## config.mk

```make
export PLATFORM = sky130hd
export DESIGN_NAME = debounced_key_matrix_macro_emitter_flat
export DESIGN_NICKNAME = d
export VERILOG_FILES = /design/src/rtl/dkm_pkg.sv /design/src/rtl/dkm_ifs.sv /design/src/rtl/debounced_key_matrix_macro_emitter.sv /design/src/rtl/dkm_front.sv /design/src/rtl/dkm_fifo.sv /design/src/rtl/dkm_back.sv /design/src/flat_wrapper.sv
export SDC_FILE = /design/constraint.sdc
export NUM_CORES = 1
export LEC_CHECK = 0
export ABC_CLOCK_PERIOD_IN_PS = 11220
export BUFFER_PORTS_ARGS = -buffer_cell sky130_fd_sc_hd__buf_4
export CORE_ASPECT_RATIO = 0.7
export CORE_MARGIN = 4
export CORE_UTILIZATION = 50
export CTS_BUF_LIST = sky130_fd_sc_hd__clkbuf_2 sky130_fd_sc_hd__clkbuf_4 sky130_fd_sc_hd__clkbuf_8
export DETAILED_ROUTE_END_ITERATION = 8
export GPL_ROUTABILITY_DRIVEN = 0
export PLACE_DENSITY = 0.66
export SYNTH_ARGS = -nofsm -noshare
export SYNTH_HDL_FRONTEND = slang
export SYNTH_SLANG_ARGS = --single-unit
export TNS_END_PERCENT = 50
```

## constraint.sdc

```tcl
create_clock -name clk -period 11.22 [get_ports clk]
set_clock_uncertainty 0.15 [all_clocks]
set_input_delay 1.122 -clock clk [delete_from_list [all_inputs] [get_ports clk]]
set_output_delay 1.122 -clock clk [all_outputs]
set_load 0.005 [all_outputs]
```

## src/rtl/dkm_pkg.sv

```systemverilog
// ----------------------------------------------------------------------------
// dkm_pkg
// Shared types and constants of the debounced key matrix macro emitter.
// ----------------------------------------------------------------------------
`default_nettype none

package dkm_pkg;

	localparam int MAX_OUT = 4;
	localparam int IDX_W   = $clog2(MAX_OUT);
	localparam int CODE_W  = 8;
	localparam int TIME_W  = 32;
	localparam int DEB_W   = 16;

	localparam logic [DEB_W-1:0] DEBOUNCE_RESET = 16'd10;

	localparam logic [1:0] CTL_ROW_REFRESH = 2'd0;
	localparam logic [1:0] CTL_ROW_MODE_UP = 2'd1;
	localparam logic [1:0] CTL_ROW_MODE_DN = 2'd2;

	typedef enum logic [1:0] {
		EV_PRESS   = 2'd0,
		EV_RELEASE = 2'd1,
		EV_MODE    = 2'd2,
		EV_REFRESH = 2'd3
	} event_code_t;

	typedef enum logic [1:0] {
		JOB_MACRO,
		JOB_REFRESH,
		JOB_MODE_UP,
		JOB_MODE_DN
	} job_op_t;

	typedef struct packed {
		job_op_t                          op;
		logic                             level;
		logic [MAX_OUT-1:0][CODE_W-1:0]   codes;
	} job_t;

	typedef struct packed {
		logic              raw;
		logic              stable;
		logic [TIME_W-1:0] stamp;
	} key_state_t;

	typedef enum logic {
		F_IDLE,
		F_EVAL
	} front_state_t;

endpackage

`default_nettype wire

```

## src/rtl/dkm_ifs.sv

```systemverilog
// ----------------------------------------------------------------------------
// dkm channel interfaces
// Sample/table-write input, event output and debounce configuration channels.
// ----------------------------------------------------------------------------
`default_nettype none

interface dkm_sample_if;
	logic        valid;
	logic        ready;
	logic        kind;
	logic [1:0]  row;
	logic [2:0]  column;
	logic [1:0]  slot;
	logic [7:0]  code;
	logic        level;
	logic [31:0] now_ms;
	logic        link_up;

	modport source (output valid, kind, row, column, slot, code, level, now_ms, link_up,
		input ready);
	modport sink (input valid, kind, row, column, slot, code, level, now_ms, link_up,
		output ready);
endinterface

interface dkm_event_if;
	logic       valid;
	logic       ready;
	logic [1:0] event_res;
	logic [7:0] keycode;
	logic [1:0] display_mode;
	logic       refresh_on;
	logic       last;

	modport source (output valid, event_res, keycode, display_mode, refresh_on, last,
		input ready);
	modport sink (input valid, event_res, keycode, display_mode, refresh_on, last,
		output ready);
endinterface

interface dkm_cfg_if;
	logic        valid;
	logic        ready;
	logic [15:0] debounce_ms;

	modport source (output valid, debounce_ms, input ready);
	modport sink (input valid, debounce_ms, output ready);
endinterface

`default_nettype wire

```

## src/rtl/debounced_key_matrix_macro_emitter.sv

```systemverilog
// ----------------------------------------------------------------------------
// debounced_key_matrix_macro_emitter
// Per-key debouncer with macro emission and control keys.
// A sample's first event passes the stage-1 registers, job queue and event
// output register. The front takes no new beat until a sample's memory
// read and debounce update are done; the back emits one event per cycle
// while the sink is ready, up to 4 each. Reset sets the refresh flag, clears
// control, mode and per-key valid bits; no clearing pass, ready at once.
// ----------------------------------------------------------------------------
`default_nettype none

module debounced_key_matrix_macro_emitter #(
	parameter int ROWS          = 3,
	parameter int COLS          = 5,
	parameter int CODES_PER_KEY = 4
) (
	input  wire logic   clk,
	input  wire logic   arst_n,
	dkm_sample_if.sink  samples,
	dkm_event_if.source events,
	dkm_cfg_if.sink     cfg
);

	logic [dkm_pkg::DEB_W-1:0] debounce_q;

	logic          push_valid;
	logic          push_ready;
	dkm_pkg::job_t push_job;
	logic          pop_valid;
	logic          pop_ready;
	dkm_pkg::job_t pop_job;

	assign cfg.ready = 1'b1;

	always_ff @(posedge clk or negedge arst_n) begin
		if (!arst_n) begin
			debounce_q <= dkm_pkg::DEBOUNCE_RESET;
		end else if (cfg.valid && cfg.ready) begin
			debounce_q <= cfg.debounce_ms;
		end
	end

	dkm_front #(
		.ROWS          (ROWS),
		.COLS          (COLS),
		.CODES_PER_KEY (CODES_PER_KEY)
	) u_front (
		.clk         (clk),
		.arst_n      (arst_n),
		.samples     (samples),
		.debounce_ms (debounce_q),
		.push_valid  (push_valid),
		.push_ready  (push_ready),
		.job         (push_job)
	);

	dkm_fifo u_fifo (
		.clk        (clk),
		.arst_n     (arst_n),
		.push_valid (push_valid),
		.push_ready (push_ready),
		.push_job   (push_job),
		.pop_valid  (pop_valid),
		.pop_ready  (pop_ready),
		.pop_job    (pop_job)
	);

	dkm_back u_back (
		.clk       (clk),
		.arst_n    (arst_n),
		.job_valid (pop_valid),
		.job_ready (pop_ready),
		.job       (pop_job),
		.events    (events)
	);

endmodule

`default_nettype wire

```

## src/rtl/dkm_front.sv

```systemverilog
// ----------------------------------------------------------------------------
// dkm_front
// Accepts samples and table writes, holds the per-key debounce state and the
// macro table, and queues one job for each stable key change that emits.
// ----------------------------------------------------------------------------
`default_nettype none

module dkm_front #(
	parameter int ROWS          = 3,
	parameter int COLS          = 5,
	parameter int CODES_PER_KEY = 4
) (
	input  wire logic                      clk,
	input  wire logic                      arst_n,
	dkm_sample_if.sink                     samples,
	input  wire logic [dkm_pkg::DEB_W-1:0] debounce_ms,
	output logic                           push_valid,
	input  wire logic                      push_ready,
	output dkm_pkg::job_t                  job
);

	localparam int KEYS  = ROWS * COLS;
	localparam int KEY_W = (KEYS > 1) ? $clog2(KEYS) : 1;

	dkm_pkg::front_state_t state_q, state_d;

	// storage
	dkm_pkg::key_state_t ks_mem [KEYS];
	logic [dkm_pkg::CODE_W-1:0] mac_mem [KEYS][CODES_PER_KEY];
	logic ks_vld_q  [KEYS];
	logic mac_vld_q [KEYS];

	// stage 1
	dkm_pkg::key_state_t ks_rd_s1;
	logic [dkm_pkg::CODE_W-1:0] mac_rd_s1 [CODES_PER_KEY];
	logic [KEY_W-1:0]           key_s1;
	logic                       level_s1;
	logic [dkm_pkg::TIME_W-1:0] now_s1;
	logic [1:0]                 row_s1;
	logic                       ctl_s1;
	logic                       ks_vld_s1;
	logic                       mac_vld_s1;

	logic             accept;
	logic             in_range;
	logic             slot_ok;
	logic             tbl_wr;
	logic             smp_go;
	logic [KEY_W-1:0] key_idx;
	logic             ks_wr;

	dkm_pkg::key_state_t ks_cur;
	dkm_pkg::key_state_t ks_new;
	logic [dkm_pkg::TIME_W-1:0] elapsed;
	logic                       fire;
	logic                       has_job;
	logic [dkm_pkg::MAX_OUT-1:0][dkm_pkg::CODE_W-1:0] mac_codes;

	assign samples.ready = (state_q == dkm_pkg::F_IDLE);
	assign accept        = samples.valid && samples.ready;
	assign in_range      = (int'(samples.row) < ROWS) && (int'(samples.column) < COLS);
	assign slot_ok       = int'(samples.slot) < CODES_PER_KEY;
	assign key_idx       = KEY_W'(int'(samples.row) * COLS + int'(samples.column));
	assign tbl_wr        = accept && samples.kind && in_range && slot_ok;
	assign smp_go        = accept && !samples.kind && in_range && samples.link_up;

	// macro table: one row per key, per-slot writes; a key's first write clears its other slots
	always_ff @(posedge clk) begin
		if (tbl_wr) begin
			for (int s = 0; s < CODES_PER_KEY; s++) begin
				if (s == int'(samples.slot)) begin
					mac_mem[key_idx][s] <= samples.code;
				end else if (!mac_vld_q[key_idx]) begin
					mac_mem[key_idx][s] <= '0;
				end
			end
		end
		if (smp_go) begin
			mac_rd_s1 <= mac_mem[key_idx];
		end
	end

	always_ff @(posedge clk) begin
		if (ks_wr) begin
			ks_mem[key_s1] <= ks_new;
		end
		if (smp_go) begin
			ks_rd_s1 <= ks_mem[key_idx];
		end
	end

	always_ff @(posedge clk or negedge arst_n) begin
		if (!arst_n) begin
			for (int k = 0; k < KEYS; k++) begin
				ks_vld_q[k]  <= 1'b0;
				mac_vld_q[k] <= 1'b0;
			end
		end else begin
			if (tbl_wr) begin
				mac_vld_q[key_idx] <= 1'b1;
			end
			if (ks_wr) begin
				ks_vld_q[key_s1] <= 1'b1;
			end
		end
	end

	always_ff @(posedge clk) begin
		if (smp_go) begin
			key_s1     <= key_idx;
			level_s1   <= samples.level;
			now_s1     <= samples.now_ms;
			row_s1     <= samples.row;
			ctl_s1     <= int'(samples.column) == COLS - 1;
			ks_vld_s1  <= ks_vld_q[key_idx];
			mac_vld_s1 <= mac_vld_q[key_idx];
		end
	end

	for (genvar gi = 0; gi < dkm_pkg::MAX_OUT; gi++) begin : g_codes
		if (gi < CODES_PER_KEY) begin : g_used
			assign mac_codes[gi] = mac_vld_s1 ? mac_rd_s1[gi] : '0;
		end else begin : g_unused
			assign mac_codes[gi] = '0;
		end
	end

	// debounce evaluation
	always_comb begin
		ks_cur        = ks_vld_s1 ? ks_rd_s1 : '0;
		ks_new.raw    = level_s1;
		ks_new.stamp  = (level_s1 != ks_cur.raw) ? now_s1 : ks_cur.stamp;
		elapsed       = now_s1 - ks_new.stamp;
		fire          = (level_s1 != ks_cur.stable) &&
			(elapsed >= {{(dkm_pkg::TIME_W - dkm_pkg::DEB_W){1'b0}}, debounce_ms});
		ks_new.stable = fire ? level_s1 : ks_cur.stable;

		job.level = level_s1;
		job.codes = mac_codes;
		job.op    = dkm_pkg::JOB_MACRO;
		has_job   = 1'b0;
		if (!ctl_s1) begin
			has_job = fire && (mac_codes[0] != '0);
		end else begin
			unique case (row_s1)
				dkm_pkg::CTL_ROW_REFRESH: begin
					job.op  = dkm_pkg::JOB_REFRESH;
					has_job = fire && level_s1;
				end
				dkm_pkg::CTL_ROW_MODE_UP: begin
					job.op  = dkm_pkg::JOB_MODE_UP;
					has_job = fire && level_s1;
				end
				dkm_pkg::CTL_ROW_MODE_DN: begin
					job.op  = dkm_pkg::JOB_MODE_DN;
					has_job = fire && level_s1;
				end
				default: begin
					has_job = 1'b0;
				end
			endcase
		end
	end

	always_ff @(posedge clk or negedge arst_n) begin
		if (!arst_n) begin
			state_q <= dkm_pkg::F_IDLE;
		end else begin
			state_q <= state_d;
		end
	end

	always_comb begin
		state_d    = state_q;
		ks_wr      = 1'b0;
		push_valid = 1'b0;
		unique case (state_q)
			dkm_pkg::F_IDLE: begin
				if (smp_go) begin
					state_d = dkm_pkg::F_EVAL;
				end
			end
			dkm_pkg::F_EVAL: begin
				push_valid = has_job;
				if (!has_job || push_ready) begin
					ks_wr   = 1'b1;
					state_d = dkm_pkg::F_IDLE;
				end
			end
			default: begin
				state_d = dkm_pkg::F_IDLE;
			end
		endcase
	end

	a_tbl_stays_idle: assert property (@(posedge clk) disable iff (!arst_n)
		(accept && samples.kind) |=> (state_q == dkm_pkg::F_IDLE))
		else $error("table write left idle");

	a_eval_from_sample: assert property (@(posedge clk) disable iff (!arst_n)
		$rose(state_q == dkm_pkg::F_EVAL) |-> $past(smp_go))
		else $error("evaluation without sample");

endmodule

`default_nettype wire

```

## src/rtl/dkm_fifo.sv

```systemverilog
// ----------------------------------------------------------------------------
// dkm_fifo
// Two-entry job queue between the front and back parts.
// ----------------------------------------------------------------------------
`default_nettype none

module dkm_fifo (
	input  wire logic          clk,
	input  wire logic          arst_n,
	input  wire logic          push_valid,
	output logic               push_ready,
	input  wire dkm_pkg::job_t push_job,
	output logic               pop_valid,
	input  wire logic          pop_ready,
	output dkm_pkg::job_t      pop_job
);

	dkm_pkg::job_t mem_q [2];
	logic          wr_ptr_q;
	logic          rd_ptr_q;
	logic [1:0]    cnt_q;
	logic          push;
	logic          pop;

	assign push_ready = (cnt_q != 2'd2);
	assign pop_valid  = (cnt_q != 2'd0);
	assign pop_job    = mem_q[rd_ptr_q];
	assign push       = push_valid && push_ready;
	assign pop        = pop_valid && pop_ready;

	always_ff @(posedge clk) begin
		if (push) begin
			mem_q[wr_ptr_q] <= push_job;
		end
	end

	always_ff @(posedge clk or negedge arst_n) begin
		if (!arst_n) begin
			wr_ptr_q <= 1'b0;
			rd_ptr_q <= 1'b0;
			cnt_q    <= 2'd0;
		end else begin
			if (push) begin
				wr_ptr_q <= ~wr_ptr_q;
			end
			if (pop) begin
				rd_ptr_q <= ~rd_ptr_q;
			end
			if (push && !pop) begin
				cnt_q <= cnt_q + 2'd1;
			end else if (pop && !push) begin
				cnt_q <= cnt_q - 2'd1;
			end
		end
	end

	a_cnt_bound: assert property (@(posedge clk) disable iff (!arst_n)
		cnt_q != 2'd3)
		else $error("queue count overflow");

	a_cnt_push: assert property (@(posedge clk) disable iff (!arst_n)
		(push && !pop) |=> (cnt_q == $past(cnt_q) + 2'd1))
		else $error("queue count lost a push");

endmodule

`default_nettype wire

```

## src/rtl/dkm_back.sv

```systemverilog
// ----------------------------------------------------------------------------
// dkm_back
// Expands queued jobs into events, one beat per cycle while the event sink
// is ready, and owns the display mode and refresh flag.
// ----------------------------------------------------------------------------
`default_nettype none

module dkm_back (
	input  wire logic          clk,
	input  wire logic          arst_n,
	input  wire logic          job_valid,
	output logic               job_ready,
	input  wire dkm_pkg::job_t job,
	dkm_event_if.source        events
);

	logic [dkm_pkg::IDX_W-1:0] idx_q;
	logic [dkm_pkg::IDX_W-1:0] idx_nx;
	logic [1:0]                mode_q;
	logic                      refresh_q;

	logic                        out_vld_q;
	dkm_pkg::event_code_t        ev_q;
	logic [dkm_pkg::CODE_W-1:0]  kc_q;
	logic [1:0]                  mode_out_q;
	logic                        ref_out_q;
	logic                        last_q;

	logic                        ld;
	dkm_pkg::event_code_t        ev_d;
	logic [dkm_pkg::CODE_W-1:0]  kc_d;
	logic [1:0]                  mode_d;
	logic                        refresh_d;
	logic                        last_d;

	assign ld        = job_valid && (!out_vld_q || events.ready);
	assign idx_nx    = dkm_pkg::IDX_W'(idx_q + dkm_pkg::IDX_W'(1));
	assign job_ready = ld && last_d;

	assign events.valid        = out_vld_q;
	assign events.event_res    = ev_q;
	assign events.keycode      = kc_q;
	assign events.display_mode = mode_out_q;
	assign events.refresh_on   = ref_out_q;
	assign events.last         = last_q;

	always_comb begin
		ev_d      = dkm_pkg::EV_PRESS;
		kc_d      = '0;
		mode_d    = mode_q;
		refresh_d = refresh_q;
		last_d    = 1'b1;
		unique case (job.op)
			dkm_pkg::JOB_MACRO: begin
				ev_d   = job.level ? dkm_pkg::EV_PRESS : dkm_pkg::EV_RELEASE;
				kc_d   = job.codes[idx_q];
				last_d = (idx_q == dkm_pkg::IDX_W'(dkm_pkg::MAX_OUT - 1)) ||
					(job.codes[idx_nx] == '0);
			end
			dkm_pkg::JOB_REFRESH: begin
				ev_d      = dkm_pkg::EV_REFRESH;
				refresh_d = ~refresh_q;
			end
			dkm_pkg::JOB_MODE_UP: begin
				ev_d   = dkm_pkg::EV_MODE;
				mode_d = mode_q + 2'd1;
			end
			dkm_pkg::JOB_MODE_DN: begin
				ev_d   = dkm_pkg::EV_MODE;
				mode_d = mode_q - 2'd1;
			end
			default: begin
				last_d = 1'b1;
			end
		endcase
	end

	always_ff @(posedge clk or negedge arst_n) begin
		if (!arst_n) begin
			out_vld_q <= 1'b0;
			idx_q     <= '0;
			mode_q    <= 2'd0;
			refresh_q <= 1'b1;
		end else begin
			if (ld) begin
				out_vld_q <= 1'b1;
				mode_q    <= mode_d;
				refresh_q <= refresh_d;
				idx_q     <= last_d ? '0 : idx_nx;
			end else if (events.ready) begin
				out_vld_q <= 1'b0;
			end
		end
	end

	always_ff @(posedge clk) begin
		if (ld) begin
			ev_q       <= ev_d;
			kc_q       <= kc_d;
			mode_out_q <= mode_d;
			ref_out_q  <= refresh_d;
			last_q     <= last_d;
		end
	end

	a_mode_on_job: assert property (@(posedge clk) disable iff (!arst_n)
		!$stable(mode_q) |->
		$past(ld && (job.op == dkm_pkg::JOB_MODE_UP || job.op == dkm_pkg::JOB_MODE_DN)))
		else $error("mode changed without mode job");

	a_ctl_single: assert property (@(posedge clk) disable iff (!arst_n)
		(ld && job.op != dkm_pkg::JOB_MACRO) |-> job_ready)
		else $error("control job took more than one beat");

endmodule

`default_nettype wire

```

## src/flat_wrapper.sv

```systemverilog
// flat-port wrapper written by rule: the top's interface ports become plain ports
module debounced_key_matrix_macro_emitter_flat 
#(
	parameter int ROWS          = 3,
	parameter int COLS          = 5,
	parameter int CODES_PER_KEY = 4
)
  (clk, arst_n, samples_valid, samples_kind, samples_row, samples_column, samples_slot, samples_code, samples_level, samples_now_ms, samples_link_up, samples_ready, events_valid, events_event_res, events_keycode, events_display_mode, events_refresh_on, events_last, events_ready, cfg_valid, cfg_debounce_ms, cfg_ready);
  dkm_sample_if samples_i ();
  dkm_event_if events_i ();
  dkm_cfg_if cfg_i ();
  input  wire logic clk;
  input  wire logic arst_n;
  input wire logic [$bits(samples_i.valid)-1:0] samples_valid;
  input wire logic [$bits(samples_i.kind)-1:0] samples_kind;
  input wire logic [$bits(samples_i.row)-1:0] samples_row;
  input wire logic [$bits(samples_i.column)-1:0] samples_column;
  input wire logic [$bits(samples_i.slot)-1:0] samples_slot;
  input wire logic [$bits(samples_i.code)-1:0] samples_code;
  input wire logic [$bits(samples_i.level)-1:0] samples_level;
  input wire logic [$bits(samples_i.now_ms)-1:0] samples_now_ms;
  input wire logic [$bits(samples_i.link_up)-1:0] samples_link_up;
  output wire logic [$bits(samples_i.ready)-1:0] samples_ready;
  output wire logic [$bits(events_i.valid)-1:0] events_valid;
  output wire logic [$bits(events_i.event_res)-1:0] events_event_res;
  output wire logic [$bits(events_i.keycode)-1:0] events_keycode;
  output wire logic [$bits(events_i.display_mode)-1:0] events_display_mode;
  output wire logic [$bits(events_i.refresh_on)-1:0] events_refresh_on;
  output wire logic [$bits(events_i.last)-1:0] events_last;
  input wire logic [$bits(events_i.ready)-1:0] events_ready;
  input wire logic [$bits(cfg_i.valid)-1:0] cfg_valid;
  input wire logic [$bits(cfg_i.debounce_ms)-1:0] cfg_debounce_ms;
  output wire logic [$bits(cfg_i.ready)-1:0] cfg_ready;
  assign samples_i.valid = samples_valid;
  assign samples_i.kind = samples_kind;
  assign samples_i.row = samples_row;
  assign samples_i.column = samples_column;
  assign samples_i.slot = samples_slot;
  assign samples_i.code = samples_code;
  assign samples_i.level = samples_level;
  assign samples_i.now_ms = samples_now_ms;
  assign samples_i.link_up = samples_link_up;
  assign samples_ready = samples_i.ready;
  assign events_valid = events_i.valid;
  assign events_event_res = events_i.event_res;
  assign events_keycode = events_i.keycode;
  assign events_display_mode = events_i.display_mode;
  assign events_refresh_on = events_i.refresh_on;
  assign events_last = events_i.last;
  assign events_i.ready = events_ready;
  assign cfg_i.valid = cfg_valid;
  assign cfg_i.debounce_ms = cfg_debounce_ms;
  assign cfg_ready = cfg_i.ready;
  debounced_key_matrix_macro_emitter #(.ROWS(ROWS), .COLS(COLS), .CODES_PER_KEY(CODES_PER_KEY)) u_core (.clk(clk), .arst_n(arst_n), .samples(samples_i), .events(events_i), .cfg(cfg_i));
endmodule
```

-- Word level (Yosys, flattened, before mapping)
Memory sizes are Yosys's and may differ from the RTL's. A register that Yosys moved wholly into a read port is not among the register bits.
Cells that the tools add are included.
- register bits after elaboration: 113
- memory bits (writable): 1060
- input port bits: 71
- output and inout port bits: 17
- logic and storage cells: 206
- memories: 3
- add/subtract/negate cells: 7
- $mul: 1
- order comparisons: 9
- eq/ne operators: 13
- mux-type cells: 74
- bitwise gates (word level): 12
- reductions and logical operators: 36
- memories (name ; words ; bits a word ; read ports ; clocked after Yosys merged registers in ; wr ports ; RTL line ; text):
    u_core.u_front.ks_mem ; 15 ; 34 ; 1 ; 1 ; 1 ; dkm_front.sv:28 ; dkm_pkg::key_state_t ks_mem [KEYS];
    u_core.u_front.mac_mem ; 15 ; 32 ; 1 ; 1 ; 1 ; dkm_front.sv:29 ; logic [dkm_pkg::CODE_W-1:0] mac_mem [KEYS][CODES_PER_KEY];
    u_core.u_fifo.mem_q ; 2 ; 35 ; 1 ; 0 ; 1 ; dkm_fifo.sv:18 ; dkm_pkg::job_t mem_q [2];
- operators with widths (kind ; count):
    $mux 8 ; 10
    $mux 1 ; 48
    $mux 34 ; 1
    $bmux 8 s2 ; 2
    $ge 32x16->1 ; 1
    $mux 32 ; 1
    $sub 32x32->32 ; 1
    $or 15x15->15 ; 2
    $logic_and 1x1->1 ; 18
    $pmux 2 s3 ; 2
    $ge 5x5->1 const B ; 2
    $lt 5x1->1 const B ; 2
    $not 4->5 ; 2
    $bmux 1 s4 ; 2
    $demux 1 s4 ; 2
    $eq 2x2->1 const B ; 4
    $logic_not 8->1 ; 1
    $mux 2 ; 4
    $reduce_bool 8->1 ; 1
    $add 2x1->2 const B ; 3
    $logic_not 2->1 ; 3
    $lt 2x3->1 const B ; 2
    $reduce_bool 2->1 ; 3
    $logic_not 1->1 ; 5
    18 further kinds ; 30

-- Depth between registers and ports, before layout
Gate-level depths: netlist (run 1).
- depth in word-level cells: 15
- mapped depth: 33
- mapped depth without buffers: 29

-- By module
A second synthesis (run 1) with hierarchy kept.
- cell total of the unflattened synthesis: 2828
- area, all modules: 51549.4 um^2
- modules (own cells, without submodules) (module ; times used ; cells each ; area each (um^2) ; seq. area each (um^2)):
    dkm_front ; 1 ; 2584 ; 46900.0 ; 33747.4
    dkm_fifo ; 1 ; 127 ; 2870.3 ; 2202.1
    dkm_back ; 1 ; 81 ; 1116.1 ; 571.8
    debounced_key_matrix_macro_emitter ; 1 ; 36 ; 663.1 ; 402.9

-- Worst setup path after synthesis (run 1)
OpenSTA, ideal clock, no wires.
- path kind: input-to-reg
- from: input samples_column[1]
- to: register u_core.u_front.state_q
- library setup time: 125 ps
- arrival: 9976 ps
- data required time: 10945 ps
- slack: 968 ps
- stages: 4
- path buffers: 0
- cells stage by stage: o21ai_0 nand4_1 nor3b_1 o21bai_1
- longest elaborated chain between the ends: 6
- ends and longest elaborated chain (element ; RTL line ; text):
    start: declaration ; flat_wrapper.sv:17 ; input wire logic [$bits(samples_i.column)-1:0] samples_column;
    $lt 3x3->1 ; dkm_front.sv:61 ; assign in_range = (int'(samples.row) < ROWS) && (int'(samples.column) < COLS);
    $logic_and 1x1->1 ; dkm_front.sv:61 ;
    $logic_and 1x1->1 (2 in series) ; dkm_front.sv:65 ; assign smp_go = accept && !samples.kind && in_range && samples.link_up;
    via u_core.u_front.smp_go ; dkm_front.sv:48 ; logic smp_go;
    $mux 1 ; dkm_front.sv:179 ; if (smp_go) begin
    $pmux 1 s2 ; dkm_front.sv:177 ; unique case (state_q)
    via u_core.u_front.state_d ; dkm_front.sv:25 ; dkm_pkg::front_state_t state_q, state_d;
    end signal: assignment ; dkm_front.sv:167 ; state_q <= dkm_pkg::F_IDLE;
    end signal: assignment ; dkm_front.sv:169 ; state_q <= state_d;
    end: declaration ; dkm_front.sv:25 ;
The timed path passes the listed nets, and every way through them passes these cells.
A chain may end at the register's enable or synchronous reset.

==> impl_metrics.tcl, run 1 <==
set metrics [dict create \
    final_common_cell "sky130_fd_sc_hd__edfxtp_1" \
    number_of_enable_flip_flop_cells_after_synthesis 1182 \
    run_status "completed" \
    report.final.setup_viol 0 \
    die-width_um 391 \
    cp_max_fanout 34 \
    synth.cell_area_mm2 0.0512 \
    std_cell_rows 97 \
    timing.setup.critical_path_class "reg2reg" \
    power_w 0.0102 \
    seq_area_frac_synth_pct 72.1 \
    ant_nets 0 \
    post-route-period-util_pct 72.8 \
    cts_hold_buf 0 \
    numPortBuffers 86 \
    layout-area-overhead-vs-synth_pct 11.5 \
    worst-endpoint-arrival_ns 8.48 \
    cts_num_sinks 1239 \
    min_delay_worst_type "in2async" \
    setup_tns_ns 0 \
    synth.net_count 2971 \
    timing.critical_path.from_type "register" \
    placement.cell_area_mm2 0.0534 \
    die-area_mm2 0.108 \
    number_of_global_route_vias_before_repair 26900 \
    syn-mean-instance-area_um2 17.9 \
    worstMarginPinSlew_ns 1.33 \
    hpwl_after_dpl_mm 74.8 \
    power.static_leakage_nw 19.1 \
    globalRoute.totalOverflow 0 \
    synthesis.yosys.warnings 0 \
    maximum_number_of_pins_on_one_net_before_global_route_repair 166 \
    post_synth_inst_count 2855 \
    route.detailed.wl_per_inst_um 26.1 \
    synthDistinctLibCells 99 \
    clk-insertion-delay-late_ns 0.86 \
    post_cts.resized_instances 0 \
    synth-async-reset-ratio_pct 4.60 \
    routed_wl_mm 118 \
    crit_buf_inv 1 \
    hold_viol 0 \
    detail_route.drc_violations 0 \
    io_pins 88 \
    cts_tree "built" \
    ys_ff_latch 1239 \
    number_of_nets_in_the_finished_design 3137 \
    timing.max_cap.violations 0 \
    die_h_um 276 \
    critPathMaxStageDelay_ns 1.08 \
    layout.cell_area.non_filler_mm2 0.0571 \
    post_cts.repair.setup_buffers 0 \
    dr.pass1.iters 8 \
    cts_max_path_buffers 3 \
    yosys-top-cells-area "sky130_fd_sc_hd__edfxtp_1 (69%), sky130_fd_sc_hd__mux4_2 (13%), sky130_fd_sc_hd__dfrtp_1 (2.6%), sky130_fd_sc_hd__mux2i_1 (1.5%), sky130_fd_sc_hd__nand2_1 (1.5%)" \
    dp_slack_ns 3.18 \
    layout_common_cells "sky130_fd_sc_hd__edfxtp_1 (1182), sky130_fd_sc_hd__mux4_2 (287), sky130_fd_sc_hd__nand2_1 (207)" \
    synth_flop_cell "sky130_fd_sc_hd__edfxtp_1" \
    finalCriticalPeriod_ns 8.17 \
    floorplan.initialDensity_pct 50.8 \
    grt_antenna_before_repair 6 \
    worst_setup_hold_path_clk_slew_ns 0.06 \
    number_of_buffers_created_by_cts 181 \
    root_buffer "sky130_fd_sc_hd__clkbuf_8" \
    slew_violations 0 \
    drt_iter0_markers 3395 \
    post_route_cells_drive_above_1_share_pct 24.6 \
    timing.critical_path.max_delay_family "simple AND/OR/NAND/NOR gates" \
    slew_headroom_pct 11.1 \
    unrepaired_setup_endpoints_after_global_routing "false" \
    coreArea_mm2 0.101 \
    grt_pass1_wl_mm 175 \
    dr_total_vias 27400 \
    end_kind "register" \
    dominant_cell_type_by_count_on_the_critical_path "sky130_fd_sc_hd__o21ai_0" \
    nFillCells 7487 \
    detail_route.vias_per_cell 6.08 \
    groute.usage.overall_pct 22.1 \
    critPathSlowestCell "sky130_fd_sc_hd__and3_2" \
    cp.required_ns 11.53 \
    synth_top_area_cell "sky130_fd_sc_hd__edfxtp_1" \
    clock_tree.htree_level_count 4 \
    r2r_setup_slack_ns 3.05 \
    fmax_mhz 122 \
    total_power_divided_by_cell_area_mw_per_mm2 179 \
    peakVddDrop_uv 110 \
    fin_ws_ns 3.05 \
    proportion_of_netlist_area_held_by_the_largest_area_contributor_pct 69.3 \
]
routing by layer:
layer | up-vias | wire length [um] | GRT usage (%)
met1 | 14000 | 53000 | 35.0
met2 | 1460 | 47700 | 28.9
met3 | 172 | 15000 | 7.67
li1 | 11700 | - | -
met5 | - | 0 | 0
met4 | 0 | 1980 | 5.88
worst register-to-register path: cells and delay by family (launching register included):
family / cells / cell delay (ns)
adder cells (fa/ha/maj): 2 / 0.50
flip-flops: 1 / 1.05
XOR/XNOR: 1 / 0.22
AND/OR/NAND/NOR: 12 / 3.60
buffers and inverters: 1 / 0.21
AO/OA/AOI/OAI: 9 / 2.04
kinds of logic after synthesis:
logic type	synth area share, %
xor gates and xnor gates	0.786
buffers and inverters	1.69
muxes	14.2
AOI/OAI and AO/OA	4.39
other	0.00732
and+or+nand+nor	5.71
DFF	72.1
adders and majority gates	1.15
worst paths after layout:
check,start,to,cells after the start
setup / recovery,u_core.u_front.ks_rd_s1[33],u_core.u_front.ks_mem[1][16],25
hold / removal,arst_n,u_core.debounce_q[13],1
setup reg to reg,u_core.u_front.ks_rd_s1[33],u_core.u_front.ks_mem[1][16],25
hold reg to reg,u_core.u_front.mac_vld_q[13],u_core.u_front.mac_vld_q[13],1
max in group asynchronous,arst_n,u_core.u_front.mac_vld_q[7],1
min in group clk,samples_now_ms[20],u_core.u_front.now_s1[20],1
final cells by class:
cell class | instances | area (um^2) | share of cell area, %
Sequential cell | 1239 | 36900 | 64.7
Multi-Input combinational cell | 1403 | 13500 | 23.7
Clock buffer | 266 | 3220 | 5.64
Tap cell | 1336 | 1670 | 2.93
Timing Repair Buffer | 134 | 1040 | 1.83
Clock inverter | 65 | 455 | 0.798
Inverter | 62 | 235 | 0.412
Antenna cell | 2 | 5.00 | 0.00877
metrics by stage:
| stage | instances | util (%) | hold slack (ns) |
|---|---|---|---|
| 4_1_cts | 4505 | 56.6 | 0.131 |
| 3_5_place_dp | 4174 | 53.0 | 0.301 |
| 2_1_floorplan | 2855 | - | 0.279 |
| 5_1_grt | 4506 | 56.6 | 0.203 |
| 3_3_place_gp | 4174 | 53.0 | 0.294 |
| 6_report | 4507 | 56.6 | 0.190 |
cells in the mapped netlist, drive strengths merged, types with 9 or more instances:
cell type and number:
a21o 19, a21oi 45, a31o 12, a31oi 9
and2 37, and3 17, buf 58, clkbuf 93
dfrtp 54, edfxtp 1182, ha 44, inv 62
mux2i 78, mux4 287, nand2 208, nand2b 31
nand3 35, nand4 13, nor2 121, nor2b 48
nor3 28, nor4 28, o21a 24, o21ai 152
xnor2 33, xor2 13
power by group:
group	switching, W	internal (W)
clock network	0.00170	0.00194
logic	0.000722	0.000545
registers	0.0000733	0.00522
state kept, by name, indices dropped and copies added (netlist names), 8 cells and up:
| register | cells |
|---|---|
| u_core.debounce_q | 16 |
| u_core.u_front.ks_vld_q | 15 |
| u_core.u_front.now_s1 | 32 |
| u_core.u_fifo.mem_q | 70 |
| u_core.u_front.ks_mem | 510 |
| u_core.u_front.mac_rd_s1 | 32 |
| u_core.u_front.mac_vld_q | 15 |
| u_core.u_front.ks_rd_s1 | 34 |
| u_core.u_back.events.keycode | 8 |
| u_core.u_front.mac_mem | 480 |
(Power assumes the default switching activity.)
==> run 2: changes to the inputs <==
--- a/config.mk
+++ b/config.mk
@@ -5,7 +5,8 @@
 export SDC_FILE = /design/constraint.sdc
 export NUM_CORES = 1
 export LEC_CHECK = 0
-export ABC_CLOCK_PERIOD_IN_PS = 11220
+export ABC_AREA = 1
+export ABC_CLOCK_PERIOD_IN_PS = 8300
 export BUFFER_PORTS_ARGS = -buffer_cell sky130_fd_sc_hd__buf_4
 export CORE_ASPECT_RATIO = 0.7
 export CORE_MARGIN = 4
==> constraint.sdc (replaced) <==
create_clock -name clk -period 8.3 [get_ports clk]
set_clock_uncertainty 0.15 [all_clocks]
set_input_delay 0.83 -clock clk [delete_from_list [all_inputs] [get_ports clk]]
set_output_delay 0.83 -clock clk [all_outputs]
set_load 0.005 [all_outputs]
==> run 2 against run 1 <==
  * Cell count rose by 20%
  * Highest routed layer is now met5
  * Hold slack got worse by 0.046 ns
  * Total power grew 39%
==> impl_metrics.tcl, run 2 <==
set metrics [dict create \
    final_util_pct 56.8 \
    worstMarginPinSlew_ns 1.18 \
    dominant_cell_type_by_count_on_the_critical_path "sky130_fd_sc_hd__nand3_1" \
    post-route-period-util_pct 79.3 \
    syn-mean-instance-area_um2 13.3 \
    cts_max_path_buffers 3 \
    internal_power_w 0.0103 \
    slew_violations 0 \
    proportion_of_netlist_area_held_by_the_largest_area_contributor_pct 70.9 \
    cts_tree "built" \
    drt_iter0_markers 3518 \
    synthesis.yosys.warnings 0 \
    cp_max_fanout 49 \
    final_common_cell "sky130_fd_sc_hd__edfxtp_1" \
    min_delay_worst_type "in2reg" \
    synth-async-reset-ratio_pct 4.60 \
    pwr-share-seq_pct 51.4 \
    ant_nets 0 \
    power.static_leakage_nw 19.8 \
    std_cell_rows 96 \
    top_regs "u_core.u_front.ks_mem (510), u_core.u_front.mac_mem (480), u_core.u_fifo.mem_q (70)" \
    die-width_um 386 \
    end_kind "register" \
    synth.net_count 3865 \
    timing.setup.critical_path_class "reg2reg" \
    dr.pass1.iters 6 \
    cts_num_sinks 1239 \
    number_of_enable_flip_flop_cells_after_synthesis 1182 \
    cp.required_ns 8.61 \
    hpwl_after_dpl_mm 74.6 \
    timing.max_cap.violations 0 \
    run_status "completed" \
    grt_pass1_wl_mm 187 \
    coreArea_mm2 0.0986 \
    root_buffer "sky130_fd_sc_hd__clkbuf_8" \
    slew_headroom_pct 20.7 \
    power.share.clock_pct 34.5 \
    worst_setup_hold_path_clk_slew_ns 0.06 \
    r2r_setup_slack_ns 1.72 \
    hold_viol 0 \
    critPathMaxStageDelay_ns 0.85 \
    report.final.setup_viol 0 \
    clock_tree.htree_level_count 4 \
    largest_register_ffs 510 \
    ys_ff_latch 1239 \
    fmax_mhz 152 \
    dp_cells 5008 \
    total_power_divided_by_cell_area_mw_per_mm2 252 \
    grt_antenna_before_repair 3 \
    detail_route.vias_per_cell 5.80 \
    groute.usage.overall_pct 23.9 \
    regMostFlops "u_core.u_front.ks_mem" \
    final_cells 5389 \
    seq_area_frac_synth_pct 73.8 \
    die-area_mm2 0.105 \
    critPathSlowestCell "sky130_fd_sc_hd__inv_2" \
    synthDistinctLibCells 56 \
    numPortBuffers 86 \
    post_synth_inst_count 3749 \
    yosys-top-cells-area "sky130_fd_sc_hd__edfxtp_1 (71%), sky130_fd_sc_hd__nand2_1 (5.8%), sky130_fd_sc_hd__a22oi_1 (4.2%), sky130_fd_sc_hd__dfrtp_1 (2.7%), sky130_fd_sc_hd__a31oi_1 (2.1%)" \
    post_cts.repair.setup_buffers 0 \
    worst-endpoint-arrival_ns 6.89 \
    post_route_cells_drive_above_1_share_pct 12.9 \
    sw_frac_of_total_pct 27.2 \
    number_of_nets_in_the_finished_design 4037 \
    globalRoute.totalOverflow 0 \
    synth_top_area_cell "sky130_fd_sc_hd__edfxtp_1" \
    number_of_buffers_created_by_cts 181 \
    power_w 0.0141 \
    post-synth-top-count-cell "sky130_fd_sc_hd__edfxtp_1" \
    finalCriticalPeriod_ns 6.58 \
    peakVddDrop_uv 172 \
    io_pins 88 \
    timing.critical_path.from_type "register" \
    layout-area-overhead-vs-synth_pct 11.9 \
    comb_power_share_pct 14.1 \
    maximum_number_of_pins_on_one_net_before_global_route_repair 138 \
    routed_wl_mm 127 \
    layout_common_cells "sky130_fd_sc_hd__edfxtp_1 (1182), sky130_fd_sc_hd__nand2_1 (767), sky130_fd_sc_hd__a22oi_1 (279)" \
    synth.cell_area_mm2 0.0500 \
    die_h_um 273 \
    p_switching_w 0.00384 \
    detail_route.drc_violations 0 \
    setup_tns_ns 0 \
    synth_commonest_cells "sky130_fd_sc_hd__edfxtp_1 (1182), sky130_fd_sc_hd__nand2_1 (767), sky130_fd_sc_hd__a22oi_1 (279)" \
    clk-insertion-delay-late_ns 0.88 \
    floorplan.initialDensity_pct 50.7 \
    number_of_global_route_vias_before_repair 29200 \
    route.detailed.wl_per_inst_um 23.5 \
    dr_total_vias 31300 \
    synth_flop_cell "sky130_fd_sc_hd__edfxtp_1" \
    unrepaired_setup_endpoints_after_global_routing "false" \
]
run 2: cell types whose count changed in the layout (fill, tap and decap cells not counted), sizes merged, moves of 37 or more:
cell         delta
dlygate4sd3    +53
inv           +216
nand3          +48
and2           -37
mux4          -287
or4            +63
nor2          +101
nor2b          -48
mux2i          -52
nand2         +588
a21oi         +106
a31oi         +160
a22oi         +279
o21ai          -71
run 2: layout make-up:
type / count / area, um^2
fill: 7818 / 42600
sequential: 1239 / 36900
multi-input combinational: 2053 / 11300
clock buffer: 254 / 3100
tap: 1323 / 1660
timing repair buffer: 165 / 1420
inverter: 281 / 1070
clock inverter: 73 / 484
antenna: 1 / 2.50
run 2: stage by stage:
stage / cell area, um^2 / setup slack (ns) / hold slack (ns)
after global placement: 51900 / 1.91 / 0.285
after CTS: 56000 / 1.76 / 0.0551
after detailed placement: 51900 / 1.83 / 0.289
after floorplan: 50000 / 2.08 / 0.269
after global routing: 56000 / 1.17 / 0.127
final: 56000 / 1.72 / 0.144
run 2: repair_timing:
action	CTS	global route
hold endpoints to repair	106	0
gates resized for setup	0	0
hold buffers	53	0
run 2: cell families (layout without fill, tap and decap cells):
logic type	count (synthesis)	count (layout)	share of synthesized area, %
muxes	27	27	0.543
xor gates and xnor gates	22	22	0.385
and+or+nand+nor	1227	1227	11.0
DFF	1239	1239	73.8
other	1	2	0.00749
AOI/OAI and AO/OA	731	731	9.45
buffers and inverters	457	773	3.63
adders and majority gates	45	45	1.14
run 2: final timing paths:
check	from	cells past startpoint	end
worst min register to register	u_core.u_front.mac_vld_q[0]	2	u_core.u_front.mac_vld_q[0]
min in group asynchronous	arst_n	2	u_core.u_back.mode_q[1]
max in group asynchronous	arst_n	2	u_core.debounce_q[8]
worst max register to register	u_core.u_front.level_s1	31	u_core.u_front.ks_mem[2][19]
worst max-delay path	u_core.u_front.level_s1	31	u_core.u_front.ks_mem[2][19]
worst min-delay path	samples_column[2]	3	u_core.u_front.ctl_s1
run 2: power by group through the flow:
stage,Clock (W),Sequential [W],Combinational [W]
2_1_floorplan,0,0.00734,0.00126
3_3_place_gp,0,0.00739,0.00193
3_5_place_dp,0,0.00739,0.00195
4_1_cts,0.00495,0.00726,0.00198
5_1_grt,0.00525,0.00728,0.00219
6_report,0.00487,0.00726,0.00200
run 2: metal layers:
layer,wire (um),part of all wire (%),GRT usage (%),vias up
li1,-,-,-,14200
met3,14200,11,7.62,167
met4,2170,1.7,6.04,2
met1,56900,45,36.9,15500
met2,53200,42,32.7,1481
met5,18,0.014,0,-
run 2: worst max-delay path: cells and delay by family (launching register included):
kind | cells | cell delay [ns]
AND/OR/NAND/NOR | 18 | 2.56
XOR/XNOR | 1 | 0.21
buffers and inverters | 7 | 1.67
flip-flops | 1 | 0.37
AO/OA/AOI/OAI | 2 | 0.46
adder cells (fa/ha/maj) | 3 | 0.71
